<file path="config.mk">
export PLATFORM = sky130hd
export DESIGN_NAME = decode_slot_stop_update
export DESIGN_NICKNAME = d
export VERILOG_FILES = /design/src/hw/rtl/dssu_pkg.sv /design/src/hw/rtl/dssu_slot.sv /design/src/hw/rtl/decode_slot_stop_update.sv
export VERILOG_INCLUDE_DIRS = /design/src /design/src/hw/rtl
export SDC_FILE = /design/constraint.sdc
export NUM_CORES = 1
export LEC_CHECK = 0
export BUFFER_PORTS_ARGS = -buffer_cell sky130_fd_sc_hd__buf_2
export CORE_ASPECT_RATIO = 1.4
export CORE_MARGIN = 8
export CORE_UTILIZATION = 56
export DETAILED_ROUTE_END_ITERATION = 10
export PLACE_DENSITY_LB_ADDON = 0.25
export SLEW_MARGIN = 10
export SYNTH_ARGS = -nofsm -noshare
export SYNTH_HDL_FRONTEND = slang
export SYNTH_SLANG_ARGS = --single-unit
</file>
<file path="constraint.sdc">
create_clock -name clock -period 12 [get_ports clock]
set_input_delay 1.2 -clock clock [delete_from_list [all_inputs] [get_ports clock]]
set_output_delay 1.2 -clock clock [all_outputs]
set_load 0.02 [all_outputs]
</file>
<file path="src/hw/rtl/assert_macros.svh">
// Assertion helpers shared by the RTL. Each check is clocked on the rising edge
// and is switched off while the reset is high.
`ifndef ASSERT_MACROS_SVH
`define ASSERT_MACROS_SVH

`ifndef SYNTHESIS

// A property that must hold at every clock edge outside reset.
`define ASSERT_HOLDS(label, clk, rst, prop) \
   label: assert property (@(posedge clk) disable iff (rst) (prop)) \
      else $error("%m: property does not hold");

// A condition that must never be seen outside reset.
`define ASSERT_NEVER(label, clk, rst, cond) \
   label: assert property (@(posedge clk) disable iff (rst) !(cond)) \
      else $error("%m: forbidden condition seen");

`else

`define ASSERT_HOLDS(label, clk, rst, prop)
`define ASSERT_NEVER(label, clk, rst, cond)

`endif

`endif

</file>
<file path="src/hw/rtl/dssu_pkg.sv">
package dssu_pkg;

   localparam int MAX_END_TOKENS = 4;

   localparam int TOKEN_W    = 32;
   localparam int COUNT_W    = 32;
   localparam int LEN_W      = 20;
   localparam int TOTAL_W    = 11;
   localparam int END_CNT_W  = 3;
   localparam int CSR_ADDR_W = 5;
   localparam int CSR_DATA_W = 32;
   localparam int REG_IDX_W  = 3;

   localparam logic [LEN_W-1:0]          LEN_MAX   = '1;
   localparam logic [COUNT_W-1:0]        COUNT_MAX = '1;
   localparam logic [TOTAL_W-1:0]        TOTAL_MAX = '1;
   localparam logic signed [TOKEN_W-1:0] NO_TOKEN  = '1;

   localparam logic [END_CNT_W-1:0] END_COUNT_RESET = 3'd1;
   localparam logic [TOTAL_W-1:0]   THRESHOLD_RESET = 11'd1024;

   // Register indexes, at byte address four times the index.
   localparam logic [REG_IDX_W-1:0] REG_END_TOKEN_0    = 3'd0;
   localparam logic [REG_IDX_W-1:0] REG_END_TOKEN_1    = 3'd1;
   localparam logic [REG_IDX_W-1:0] REG_END_TOKEN_2    = 3'd2;
   localparam logic [REG_IDX_W-1:0] REG_END_TOKEN_3    = 3'd3;
   localparam logic [REG_IDX_W-1:0] REG_END_COUNT      = 3'd4;
   localparam logic [REG_IDX_W-1:0] REG_STOP_THRESHOLD = 3'd5;

   typedef struct packed {
      logic [COUNT_W-1:0]        step_count;
      logic [COUNT_W-1:0]        max_length;
      logic                      stop_in;
      logic [LEN_W-1:0]          this_time_len;
      logic [LEN_W-1:0]          encoder_len;
      logic [LEN_W-1:0]          decoder_len;
      logic signed [TOKEN_W-1:0] sampled_token;
      logic signed [TOKEN_W-1:0] prev_echo_token;
      logic                      block_step;
      logic                      slot_active;
      logic                      last_slot;
   } req_type;

   typedef struct packed {
      logic [COUNT_W-1:0]        step_count_out;
      logic                      stop_out;
      logic signed [TOKEN_W-1:0] next_token_out;
      logic signed [TOKEN_W-1:0] echo_token_out;
      logic [LEN_W-1:0]          this_time_len_out;
      logic [LEN_W-1:0]          encoder_len_out;
      logic [LEN_W-1:0]          decoder_len_out;
      logic                      keep_going;
      logic                      last_out;
   } rsp_type;

   typedef struct packed {
      logic [MAX_END_TOKENS-1:0][TOKEN_W-1:0] end_token;
      logic [END_CNT_W-1:0]                   end_count;
      logic [TOTAL_W-1:0]                     stop_threshold;
   } cfg_type;

endpackage

</file>
<file path="src/hw/rtl/dssu_slot.sv">
module dssu_slot
   import dssu_pkg::*;
(
   input  req_type req,
   input  cfg_type cfg,
   output rsp_type rsp,
   output logic    stop_add
);

   logic [COUNT_W-1:0]        step_next;
   logic                      stop_len;
   logic                      stop_fin;
   logic                      end_hit;
   logic [END_CNT_W-1:0]      end_used;
   logic signed [TOKEN_W-1:0] next_tok;
   logic signed [TOKEN_W-1:0] echo_tok;
   logic [LEN_W:0]            len_sum;

   always_comb begin
      if (!req.stop_in && req.step_count != COUNT_MAX) begin
         step_next = req.step_count + COUNT_W'(1);
      end else begin
         step_next = req.step_count;
      end
      stop_len = req.stop_in || (step_next >= req.max_length);
   end

   // A stopped slot that took no tokens this step keeps its echo and feeds none back.
   always_comb begin
      next_tok = NO_TOKEN;
      echo_tok = req.prev_echo_token;
      if (stop_len) begin
         if (req.this_time_len != '0) begin
            next_tok = $signed(cfg.end_token[0]);
            echo_tok = $signed(cfg.end_token[0]);
         end
      end else begin
         next_tok = req.sampled_token;
         echo_tok = req.sampled_token;
      end
   end

   always_comb begin
      if (cfg.end_count > END_CNT_W'(MAX_END_TOKENS)) begin
         end_used = END_CNT_W'(MAX_END_TOKENS);
      end else begin
         end_used = cfg.end_count;
      end
      end_hit = 1'b0;
      for (int i = 0; i < MAX_END_TOKENS; i++) begin
         if (END_CNT_W'(i) < end_used && cfg.end_token[i] == next_tok) begin
            end_hit = 1'b1;
         end
      end
   end

   assign stop_fin = stop_len || end_hit;
   assign len_sum  = {1'b0, req.encoder_len} + {1'b0, req.decoder_len};

   always_comb begin
      rsp.step_count_out    = step_next;
      rsp.stop_out          = stop_len;
      rsp.next_token_out    = NO_TOKEN;
      rsp.echo_token_out    = req.prev_echo_token;
      rsp.this_time_len_out = req.this_time_len;
      rsp.encoder_len_out   = req.encoder_len;
      rsp.decoder_len_out   = req.decoder_len;
      rsp.keep_going        = 1'b0;
      rsp.last_out          = req.last_slot;
      stop_add              = 1'b1;
      if (req.slot_active) begin
         rsp.stop_out        = stop_fin;
         rsp.next_token_out  = next_tok;
         rsp.echo_token_out  = echo_tok;
         rsp.encoder_len_out = '0;
         if (stop_fin) begin
            rsp.decoder_len_out   = '0;
            rsp.this_time_len_out = '0;
         end else begin
            rsp.this_time_len_out = LEN_W'(1);
            if (req.encoder_len != '0) begin
               rsp.decoder_len_out = len_sum[LEN_W] ? LEN_MAX : len_sum[LEN_W-1:0];
            end else if (req.decoder_len == LEN_MAX) begin
               rsp.decoder_len_out = LEN_MAX;
            end else begin
               rsp.decoder_len_out = req.decoder_len + LEN_W'(1);
            end
         end
         stop_add = !req.block_step && stop_fin;
      end
   end

endmodule

</file>
<file path="src/hw/rtl/decode_slot_stop_update.sv">
// A word in the input register moves to the result register when that register can advance.
// Throughput: one word per cycle while the result side does not stall; the input register
// and the result register form a two-stage pipeline, with the stopped count updated per word.
// Reset (synchronous, active high) empties both stages, clears the stopped count and
// returns the registers to end tokens 0, end count 1 and threshold 1024.
`include "assert_macros.svh"

module decode_slot_stop_update
   import dssu_pkg::*;
(
   input  logic                  clock,
   input  logic                  reset,
   input  logic                  req_valid,
   output logic                  req_stall,
   input  req_type               req_data,
   output logic                  rsp_valid,
   input  logic                  rsp_stall,
   output rsp_type               rsp_data,
   input  logic                  psel,
   input  logic                  penable,
   input  logic                  pwrite,
   input  logic [CSR_ADDR_W-1:0] paddr,
   input  logic [CSR_DATA_W-1:0] pwdata,
   output logic [CSR_DATA_W-1:0] prdata,
   output logic                  pready
);

   logic               s1_valid_ff;
   req_type            s1_data_ff;
   logic               rsp_valid_ff;
   rsp_type            rsp_data_ff;
   logic [TOTAL_W-1:0] total_ff;
   logic [TOTAL_W-1:0] total_in;
   logic [TOTAL_W-1:0] total_sum;
   cfg_type            cfg_ff;
   cfg_type            cfg_in;
   rsp_type            slot_rsp;
   rsp_type            rsp_in;
   logic               stop_add;
   logic               advance;
   logic               s1_fire;
   logic               s1_load;
   logic               csr_write;
   logic [REG_IDX_W-1:0] reg_idx;

   // The result register moves on when it is empty or its word is being taken.
   assign advance   = !rsp_valid_ff || !rsp_stall;
   assign s1_fire   = s1_valid_ff && advance;
   assign req_stall = s1_valid_ff && !advance;
   assign s1_load   = req_valid && !req_stall;

   dssu_slot u_slot (
      .req      (s1_data_ff),
      .cfg      (cfg_ff),
      .rsp      (slot_rsp),
      .stop_add (stop_add)
   );

   always_comb begin
      if (stop_add && total_ff != TOTAL_MAX) begin
         total_sum = total_ff + TOTAL_W'(1);
      end else begin
         total_sum = total_ff;
      end
      rsp_in = slot_rsp;
      rsp_in.keep_going = s1_data_ff.last_slot && (total_sum < cfg_ff.stop_threshold);
      total_in = s1_data_ff.last_slot ? '0 : total_sum;
   end

   always_ff @(posedge clock) begin
      if (reset) begin
         s1_valid_ff  <= 1'b0;
         rsp_valid_ff <= 1'b0;
         total_ff     <= '0;
      end else begin
         if (!req_stall) begin
            s1_valid_ff <= req_valid;
         end
         if (advance) begin
            rsp_valid_ff <= s1_valid_ff;
         end
         if (s1_fire) begin
            total_ff <= total_in;
         end
      end
   end

   always_ff @(posedge clock) begin
      if (s1_load) begin
         s1_data_ff <= req_data;
      end
      if (s1_fire) begin
         rsp_data_ff <= rsp_in;
      end
   end

   assign rsp_valid = rsp_valid_ff;
   assign rsp_data  = rsp_data_ff;

   // Register port: always ready, writes land in the access cycle.
   assign pready    = 1'b1;
   assign csr_write = psel && penable && pwrite;
   assign reg_idx   = paddr[CSR_ADDR_W-1:2];

   always_comb begin
      cfg_in = cfg_ff;
      if (csr_write) begin
         case (reg_idx)
            REG_END_TOKEN_0:    cfg_in.end_token[0]   = pwdata;
            REG_END_TOKEN_1:    cfg_in.end_token[1]   = pwdata;
            REG_END_TOKEN_2:    cfg_in.end_token[2]   = pwdata;
            REG_END_TOKEN_3:    cfg_in.end_token[3]   = pwdata;
            REG_END_COUNT:      cfg_in.end_count      = pwdata[END_CNT_W-1:0];
            REG_STOP_THRESHOLD: cfg_in.stop_threshold = pwdata[TOTAL_W-1:0];
            default:            cfg_in = cfg_ff;
         endcase
      end
   end

   always_ff @(posedge clock) begin
      if (reset) begin
         cfg_ff.end_token      <= '0;
         cfg_ff.end_count      <= END_COUNT_RESET;
         cfg_ff.stop_threshold <= THRESHOLD_RESET;
      end else begin
         cfg_ff <= cfg_in;
      end
   end

   always_comb begin
      case (reg_idx)
         REG_END_TOKEN_0:    prdata = cfg_ff.end_token[0];
         REG_END_TOKEN_1:    prdata = cfg_ff.end_token[1];
         REG_END_TOKEN_2:    prdata = cfg_ff.end_token[2];
         REG_END_TOKEN_3:    prdata = cfg_ff.end_token[3];
         REG_END_COUNT:      prdata = CSR_DATA_W'(cfg_ff.end_count);
         REG_STOP_THRESHOLD: prdata = CSR_DATA_W'(cfg_ff.stop_threshold);
         default:            prdata = '0;
      endcase
   end

   `ASSERT_HOLDS(a_total_cleared_after_last, clock, reset,
                 (s1_fire && s1_data_ff.last_slot) |=> (total_ff == '0))
   `ASSERT_HOLDS(a_total_grows_within_batch, clock, reset,
                 (s1_fire && !s1_data_ff.last_slot) |=> (total_ff >= $past(total_ff)))
   `ASSERT_NEVER(a_keep_only_on_last, clock, reset,
                 rsp_valid_ff && rsp_data_ff.keep_going && !rsp_data_ff.last_out)
   `ASSERT_HOLDS(a_stall_only_when_full, clock, reset,
                 req_stall |-> (s1_valid_ff && rsp_valid_ff && rsp_stall))

endmodule
</file>
==> results.toml, run 1 <==
[timing]
hold_violations = 0
worst_pin_slew_ns = 1.26
relSlewSlack = 0.153
post-route-min-period_ns = 10.42
whs_ns = 0.483
setup_viol = 0
skew_ns = 0.0204
rsz0062_at_grt = "no"
layout_setup_ws_ns = 1.58
fin_setup_tns_ns = 0
max_clock_freq_mhz = 96.0
final_max_slew_viol_count = 0
timing.final.crit_share = 0.868

[synthesis]
synth_nets = 2511
synth_edf_count = 351
synth_common_cells = "410 x nand2_1, 351 x edfxtp_1, 192 x a21oi_1"
synth-seq-area-share = 0.572
synth.top_cell.area_share = 0.442
mappedNetlistArea_um2 = 23800
synthCells = 2209
synthArstFlopShare = 0
postSynthAreaPerCell_um2 = 10.8
synth_area_leaders = "edfxtp_1 44%, dfxtp_1 13%, nand2_1 6.5%"
yosysMostFrequentCell = "nand2_1"
ys.flop_type = "edfxtp_1"
yosys_warnings = 0
synth-seq-cells = 506
yosysTopAreaCell = "edfxtp_1"
synth_cell_types = 78

[clock_tree]
insertion_delay_ns = 0.58
cts_hold_buffers = 0
tritoncts = "done"
cts-root-buf = "clkbuf_16"
clkTransAtPathRegs_ns = 0.06
post_cts_resized = 0
numCtsBuffers = 49
htree_levels = 2
clockBufferDepth = 3
post-cts-setup-buffer-count = 0
cts.sinks = 506

[placement]
place.gp.congestion = 1.02
place_hpwl_um = 56300
place_inst = 3100
pre_cts_ws_ns = 1.84
portBuffers = 426

[global_routing]
grt_pass1_wl_um = 113000
antenna_found_initial = 20
grt_usage = 0.298
grt_pass1_vias = 19200
grt-ovfl-total = 0
grt_max_degree = 94

[power]
seq_power_share = 0.500
power.leakage_nw = 11.1
power_frac_clock = 0.394
switchingPower_w = 0.000998
pwr-share-comb = 0.106
power_density_nw_per_um2 = 142
p_int_w = 0.00300
irDropWorstVdd_uv = 142
switching_share = 0.250

[critical_path]
r2r_slack_ns = 1.58
path_delay_family = "compound AO/OA/AOI/OAI gates"
crit_arrival_ns = 10.83
critPathKind = "reg -> reg"
crit_slowest_cell = "a211oi_2"
slowest_delay_ns = 0.99
path_depth = 38
critPathBufInv = 1
reg2reg_to = "rsp_data[1]$_DFFE_PP_"
required_ns = 12.41
cp_common_cell = "nand4_1"
r2r_cells = 38
crit_path_start_kind = "flop"
worst_r2r_startpoint = "s1_data_ff[162]$_DFFE_PP_"
timing.critical_path.to_type = "flop"
cp-startpoint = "s1_data_ff[162]$_DFFE_PP_"
cp_max_fo = 32

[route]
detail_route.vias_per_cell = 6.01
drt_iter0_drc = 1790
detail-route-antenna-nets = 0
routed-via-count = 19300
wl_um = 76900
drt_first_pass_iters = 5
drc = 0
routedWlPerCell_um = 24.0

[floorplan]
io_pins = 430
start_util = 0.567
fp-row-count = 89
coreArea_um2 = 42100
chipWidth_um = 190
die_height_um = 260
die-area_um2 = 49500

[outcome]
status = "completed"

[hold_path]
worstHoldStart = "cfg_ff[7]$_SDFFE_PP0P_"
hold_depth = 2
min_to = "cfg_ff[7]$_SDFFE_PP0P_"
hp-class = "reg -> reg"

[layout]
nets = 2907
drive_gt1_frac = 0.226
layoutNonFillerInstCount = 3210
syn2layout_area_growth_pct = 17.9

[flow_run]
maxCapViolCount = 0
==> per-stage QoR <==
step / total power (W) / util / instance area (um2)
floorplan: 0.00229 / - / 23800
global placement: 0.00244 / 0.628 / 26400
detailed placement: 0.00245 / 0.628 / 26400
CTS: 0.00401 / 0.667 / 28100
global route: 0.00412 / 0.668 / 28100
finish: 0.00400 / 0.668 / 28100
==> placed cells by master, fill, tap and decap left out, drive strengths merged, types with 30 or more instances in the layout <==
master    n
a211oi   36
xor2    117
xnor2    43
a21oi   192
nor2b    49
ha       65
nor4     33
inv     121
clkbuf   67
nand2   410
edfxtp  351
mux2i    30
nor2     57
nand3    40
a22oi    54
o21ai    46
buf     449
o21a     43
dfxtp   155
nand4    41
==> cells by family after synthesis <==
kind of cell | share of synthesized area
multiplexers | 0.0253
buffers and inverters | 0.0372
XOR/XNOR | 0.0588
other | 0.000157
AND/OR/NAND/NOR | 0.139
AO/OA/AOI/OAI | 0.132
adder cells (fa/ha/maj) | 0.0349
flip-flops | 0.572
==> layout make-up <==
| class | instances | area [um2] |
|---|---|---|
| fill | 3295 | 14000 |
| timing repair buffer | 449 | 2310 |
| multi-input combinational | 1481 | 9350 |
| tap | 546 | 683 |
| clock buffer | 67 | 1380 |
| sequential | 506 | 13600 |
| inverter | 118 | 448 |
| antenna | 18 | 45.0 |
| clock inverter | 25 | 264 |
==> state kept, by name (all words and copies together), names as in the netlist <==
| name | cells |
|---|---|
| rsp_valid | 1 |
| s1_valid_ff | 1 |
| rsp_data | 159 |
| cfg_ff | 142 |
| s1_data_ff | 192 |
| total_ff | 11 |
==> routing by layer <==
metal / part of all wire / GRT usage / vias to the layer above
met4: 0.089 / 0.258 / 4
met3: 0.085 / 0.0660 / 306
li1: - / - / 8754
met1: 0.34 / 0.318 / 9168
met2: 0.49 / 0.494 / 1060
met5: 0.00034 / 0 / -
==> worst max path at each step <==
stage                                         end  slack [ns]
after floorplan           s1_data_ff[0]$_DFFE_PP_        1.36
after global routing        rsp_data[1]$_DFFE_PP_        0.86
after global placement      rsp_data[1]$_DFFE_PP_        2.14
after detailed placement    rsp_data[1]$_DFFE_PP_        1.84
after CTS                   rsp_data[1]$_DFFE_PP_        1.76
final                       rsp_data[1]$_DFFE_PP_        1.58
==> worst min-delay path, cell delays in order (launching register included) <==
cell and delay [ns]:
dfxtp_1 0.32, nand2_1 0.06, a21oi_1 0.05
==> power groups by stage <==
| stage | clock, W | combinational, W | sequential, W |
|---|---|---|---|
| CTS | 0.00160 | 0.000420 | 0.00200 |
| floorplan | 0 | 0.000222 | 0.00207 |
| global placement | 0 | 0.000405 | 0.00203 |
| global route | 0.00166 | 0.000455 | 0.00200 |
| finish | 0.00158 | 0.000424 | 0.00200 |
| detailed placement | 0 | 0.000417 | 0.00203 |
Power figures use the tool's default switching activity.
==> run 2: changes to the inputs <==
--- a/config.mk
+++ b/config.mk
@@ -9,9 +9,10 @@
 export BUFFER_PORTS_ARGS = -buffer_cell sky130_fd_sc_hd__buf_2
 export CORE_ASPECT_RATIO = 1.4
 export CORE_MARGIN = 8
-export CORE_UTILIZATION = 56
+export CORE_UTILIZATION = 50
 export DETAILED_ROUTE_END_ITERATION = 10
 export PLACE_DENSITY_LB_ADDON = 0.25
+export SKIP_CTS_REPAIR_TIMING = 1
 export SLEW_MARGIN = 10
 export SYNTH_ARGS = -nofsm -noshare
 export SYNTH_HDL_FRONTEND = slang
==> run 2 against run 1 <==
Compared with the run above:
- clock power grew 3%
- worst setup slack gained 0.18 ns
- total power grew 0.78%
- cell count grew 2.5%
- global-route usage shrank 3.8 points
- non-clock buffer count grew 3
- hold slack lost 0.0011 ns
- die area grew 11%
- flip-flop and latch count is the same
- routed wire length shrank 3.3%
- cell area grew 0.50%
==> results.toml, run 2 (same netlist as run 1, synthesis figures left out) <==
[outcome]
status = "completed"

[clock_tree]
clkTransAtPathRegs_ns = 0.06
numCtsBuffers = 50
htree_levels = 2
tritoncts = "done"
clockBufferDepth = 3
cts-root-buf = "clkbuf_16"
insertion_delay_ns = 0.61
cts.sinks = 506

[global_routing]
use_met1 = 0.289
grt_max_degree = 90
top_usage_layer = "met2"
grt-ovfl-total = 0
grt_pass1_vias = 19000
grt_pass1_wl_um = 111000
antenna_found_initial = 15
grtUsageMet3 = 0.0452
met2_usage = 0.467
grt_usage = 0.260

[power]
power_density_nw_per_um2 = 143
power_w = 0.00403
irDropWorstVdd_uv = 153
power.leakage_nw = 11.1

[critical_path]
required_ns = 12.44
timing.critical_path.to_type = "flop"
critPathBufInv = 2
worst_r2r_startpoint = "s1_data_ff[162]$_DFFE_PP_"
reg2reg_to = "rsp_data[1]$_DFFE_PP_"
cp_max_fo = 38
crit_arrival_ns = 10.68
r2r_slack_ns = 1.76
crit_slowest_cell = "a21o_2"
critPathKind = "reg -> reg"
r2r_cells = 39
slowest_delay_ns = 0.98
path_delay_family = "compound AO/OA/AOI/OAI gates"
crit_path_start_kind = "flop"

[flow_run]
maxCapViolCount = 0

[timing]
post-route-min-period_ns = 10.24
skew_ns = 0.0230
timing.final.crit_share = 0.854
max_clock_freq_mhz = 97.6
worst_pin_slew_ns = 1.16
hold_violations = 0
fin_setup_tns_ns = 0
setup_viol = 0
rsz0062_at_grt = "no"
whs_ns = 0.482
final_max_slew_viol_count = 0
layout_setup_ws_ns = 1.76
relSlewSlack = 0.227

[placement]
place_hpwl_um = 54600
portBuffers = 426
place.gp.congestion = 0.958
dpl_cell_area_um2 = 26600
pre_cts_ws_ns = 2.03

[hold_path]
hp-class = "reg -> reg"
worstHoldStart = "cfg_ff[9]$_SDFFE_PP0P_"
hold_depth = 2
min_to = "cfg_ff[9]$_SDFFE_PP0P_"

[route]
drc = 0
routed-via-count = 19000
drt_first_pass_iters = 5
routedWlPerCell_um = 22.6
detail-route-antenna-nets = 0
detail_route.vias_per_cell = 5.78
wl_um = 74400
drt_iter0_drc = 1531

[floorplan]
die_height_um = 274
fp-row-count = 94
io_pins = 430
coreArea_um2 = 47000
die-area_um2 = 55000
chipWidth_um = 201
start_util = 0.507

[layout]
largest_register_ff_count = 192
drive_gt1_frac = 0.224
syn2layout_area_growth_pct = 18.5
nets = 2911
final_cell_mix = "425 x buf_2, 410 x nand2_1, 351 x edfxtp_1"
nFillCells = 4012
final_common_cell = "buf_2"
largest_register = "s1_data_ff"
post-route-cell-area_um2 = 28300
[run 2: worst register-to-register path: cells and delay by family (launching register included)]
family          cells  cell delay, ns
compound gates     13            4.32
xor+xnor            3            0.60
fa+ha+maj           2            0.60
buf+inv             2            0.56
flops               1            0.42
mux                 1            0.46
simple gates       18            3.11
[run 2: per-layer routing]
layer | up-vias | routed length [um]
met2 | 900 | 38500
li1 | 8764 | -
met5 | - | 0
met1 | 9132 | 26400
met4 | 0 | 4140
met3 | 212 | 5460
[run 2: stage by stage]
step           instances   util
2_1_floorplan       2209      -
3_3_place_gp        3181  0.564
3_5_place_dp        3181  0.564
4_1_cts             3273  0.600
5_1_grt             3288  0.601
6_report            3289  0.601
[run 2: layout make-up]
type	instances	area, um2	share of cell area
Sequential cell	506	13600	0.483
Multi-Input combinational cell	1481	9360	0.331
Timing Repair Buffer	452	2330	0.0824
Clock buffer	67	1390	0.0490
Tap cell	624	781	0.0276
Inverter	118	448	0.0158
Clock inverter	25	284	0.0100
Antenna cell	16	40.0	0.00142
[run 2: how the worst max path moves through the flow]
stage	cells past startpoint	from	to
6_report	39	s1_data_ff[162]$_DFFE_PP_	rsp_data[1]$_DFFE_PP_
5_1_grt	39	s1_data_ff[162]$_DFFE_PP_	rsp_data[1]$_DFFE_PP_
4_1_cts	39	s1_data_ff[162]$_DFFE_PP_	rsp_data[1]$_DFFE_PP_
3_5_place_dp	39	s1_data_ff[162]$_DFFE_PP_	rsp_data[1]$_DFFE_PP_
3_3_place_gp	39	s1_data_ff[162]$_DFFE_PP_	rsp_data[1]$_DFFE_PP_
2_1_floorplan	2	rsp_stall	s1_data_ff[0]$_DFFE_PP_
[run 2: report_power, final]
group / leakage (nW) / switching (W) / internal, W / total (W)
clock: 0.808 / 0.000677 / 0.000939 / 0.00162
sequential: 4.62 / 0.0000437 / 0.00195 / 0.00200
combinational: 5.66 / 0.000270 / 0.000146 / 0.000416
==> run 3: changes to the inputs <==
--- a/config.mk
+++ b/config.mk
@@ -7,10 +7,13 @@
 export NUM_CORES = 1
 export LEC_CHECK = 0
 export BUFFER_PORTS_ARGS = -buffer_cell sky130_fd_sc_hd__buf_2
+export CELL_PAD_IN_SITES_DETAIL_PLACEMENT = 1
+export CELL_PAD_IN_SITES_GLOBAL_PLACEMENT = 1
 export CORE_ASPECT_RATIO = 1.4
 export CORE_MARGIN = 8
-export CORE_UTILIZATION = 50
+export CORE_UTILIZATION = 44
 export DETAILED_ROUTE_END_ITERATION = 10
+export GPL_ROUTABILITY_DRIVEN = 0
 export PLACE_DENSITY_LB_ADDON = 0.25
 export SKIP_CTS_REPAIR_TIMING = 1
 export SLEW_MARGIN = 10
==> run 3 against run 2 <==
Compared with the run above:
- register-to-register slack worse by 0.49 ns
- sequential power hardly changed
- sequential share of layout area is 0.19 points lower
- fmax is 4.5% lower
- first-iteration DRC count is 16% lower
- non-clock buffer count is 3 lower
- highest routed layer is now met5
==> results.toml, run 3 (same netlist as run 1, synthesis figures left out) <==
[floorplan]
io_pins = 430
coreArea_um2 = 54000
die_height_um = 291
die-area_um2 = 62000
fp-row-count = 101
start_util = 0.442
chipWidth_um = 213

[clock_tree]
clockBufferDepth = 3
numCtsBuffers = 50
cts-root-buf = "clkbuf_16"
cts.sinks = 506
insertion_delay_ns = 0.60
clkTransAtPathRegs_ns = 0.06
tritoncts = "done"
htree_levels = 2

[global_routing]
antenna_found_initial = 9
grt_pass1_wl_um = 130000
grt_pass1_vias = 20400
grt_usage = 0.281
grt_max_degree = 102
grt-ovfl-total = 0

[critical_path]
crit_arrival_ns = 11.13
worst_r2r_startpoint = "s1_data_ff[162]$_DFFE_PP_"
reg2reg_to = "rsp_data[1]$_DFFE_PP_"
timing.critical_path.to_type = "flop"
slowest_delay_ns = 0.91
critPathKind = "reg -> reg"
r2r_slack_ns = 1.27
crit_path_start_kind = "flop"
path_delay_family = "compound AO/OA/AOI/OAI gates"
r2r_cells = 39
crit_slowest_cell = "a21o_2"
required_ns = 12.40
critPathBufInv = 2
cp_max_fo = 36

[layout]
fin_util = 0.526
largest_register = "s1_data_ff"
largest_register_ff_count = 192
layoutNonFillerInstCount = 3375
drive_gt1_frac = 0.227
final_common_cell = "buf_2"
nFillCells = 5992
syn2layout_area_growth_pct = 19.0
nets = 2908
final_cell_mix = "425 x buf_2, 407 x nand2_1, 351 x edfxtp_1"

[placement]
place_inst = 3275
pre_cts_ws_ns = 1.56
place_hpwl_um = 67200
portBuffers = 426

[flow_run]
maxCapViolCount = 0

[timing]
whs_ns = 0.484
post-route-min-period_ns = 10.73
setup_viol = 0
timing.final.crit_share = 0.894
hold_violations = 0
final_max_slew_viol_count = 0
skew_ns = 0.0208
rsz0062_at_grt = "no"
max_clock_freq_mhz = 93.2
worst_pin_slew_ns = 1.19
fin_setup_tns_ns = 0
relSlewSlack = 0.206
layout_setup_ws_ns = 1.27

[route]
drt_iter0_drc = 1289
detail-route-antenna-nets = 0
drt_first_pass_iters = 5
drc = 0
routed-via-count = 19400
wl_um = 90300
routedWlPerCell_um = 26.8
detail_route.vias_per_cell = 5.76

[hold_path]
hold_depth = 2
hp-class = "reg -> reg"
worstHoldStart = "cfg_ff[7]$_SDFFE_PP0P_"
min_to = "cfg_ff[7]$_SDFFE_PP0P_"

[power]
irDropWorstVdd_uv = 119
power_density_nw_per_um2 = 144
power.leakage_nw = 11.1

[outcome]
status = "completed"
## run 3: changes by cell type in the layout (fill, tap and decap cells not counted), moves of 2 or more
| cell | change |
|---|---|
| buf_4 | -3 |
| bufinv_16 | +2 |
| clkbuf_1 | -5 |
| clkbuf_8 | -4 |
| clkinv_2 | +5 |
| clkinvlp_4 | -2 |
| diode_2 | -7 |
| inv_6 | +3 |
| nand2_1 | -3 |
| nand2_2 | +3 |
## run 3: worst max-delay path by stage
| stage | cells past startpoint | to | startpoint |
|---|---|---|---|
| 5_1_grt | 39 | rsp_data[1]$_DFFE_PP_ | s1_data_ff[162]$_DFFE_PP_ |
| 6_report | 39 | rsp_data[1]$_DFFE_PP_ | s1_data_ff[162]$_DFFE_PP_ |
| 3_5_place_dp | 39 | rsp_data[1]$_DFFE_PP_ | s1_data_ff[162]$_DFFE_PP_ |
| 3_3_place_gp | 39 | rsp_data[1]$_DFFE_PP_ | s1_data_ff[162]$_DFFE_PP_ |
| 2_1_floorplan | 2 | s1_data_ff[0]$_DFFE_PP_ | rsp_stall |
| 4_1_cts | 39 | rsp_data[1]$_DFFE_PP_ | s1_data_ff[162]$_DFFE_PP_ |
## run 3: area by class of cell
type / instances / area [um2] / share of cell area
flip-flops and latches: 506 / 13600 / 0.481
multi-input cells: 1481 / 9370 / 0.330
repair buffers: 449 / 2310 / 0.0813
clock buffers: 58 / 1310 / 0.0462
well taps: 721 / 902 / 0.0318
inverters: 118 / 448 / 0.0158
clock inverters: 33 / 379 / 0.0134
diodes: 9 / 22.5 / 0.000794
## run 3: worst reg2reg max path: cells and delay by family, from the launching register on
kind	cells	cell delay, ns
AOI/OAI and AO/OA	15	4.80
xor gates and xnor gates	2	0.38
adders and majority gates	2	0.60
buffers and inverters	2	0.67
DFF	1	0.41
muxes	1	0.50
and+or+nand+nor	17	3.18
## run 3: report_power, final
part	switching (W)	internal, W
clock	0.000699	0.000957
combinational	0.000292	0.000147
sequential	0.0000478	0.00195
## run 3: stage by stage
stage,total power (W),instance area (um2)
floorplan,0.00229,23800
global placement,0.00245,26700
detailed placement,0.00247,26700
CTS,0.00412,28400
global route,0.00421,28400
finish,0.00410,28400
## run 3: metal layers
metal,vias to the layer above,share of wire,GRT usage
li1,8734,-,-
met1,9690,0.37,0.317
met2,808,0.52,0.503
met3,214,0.065,0.0460
met4,2,0.054,0.142
met5,-,0.00014,0
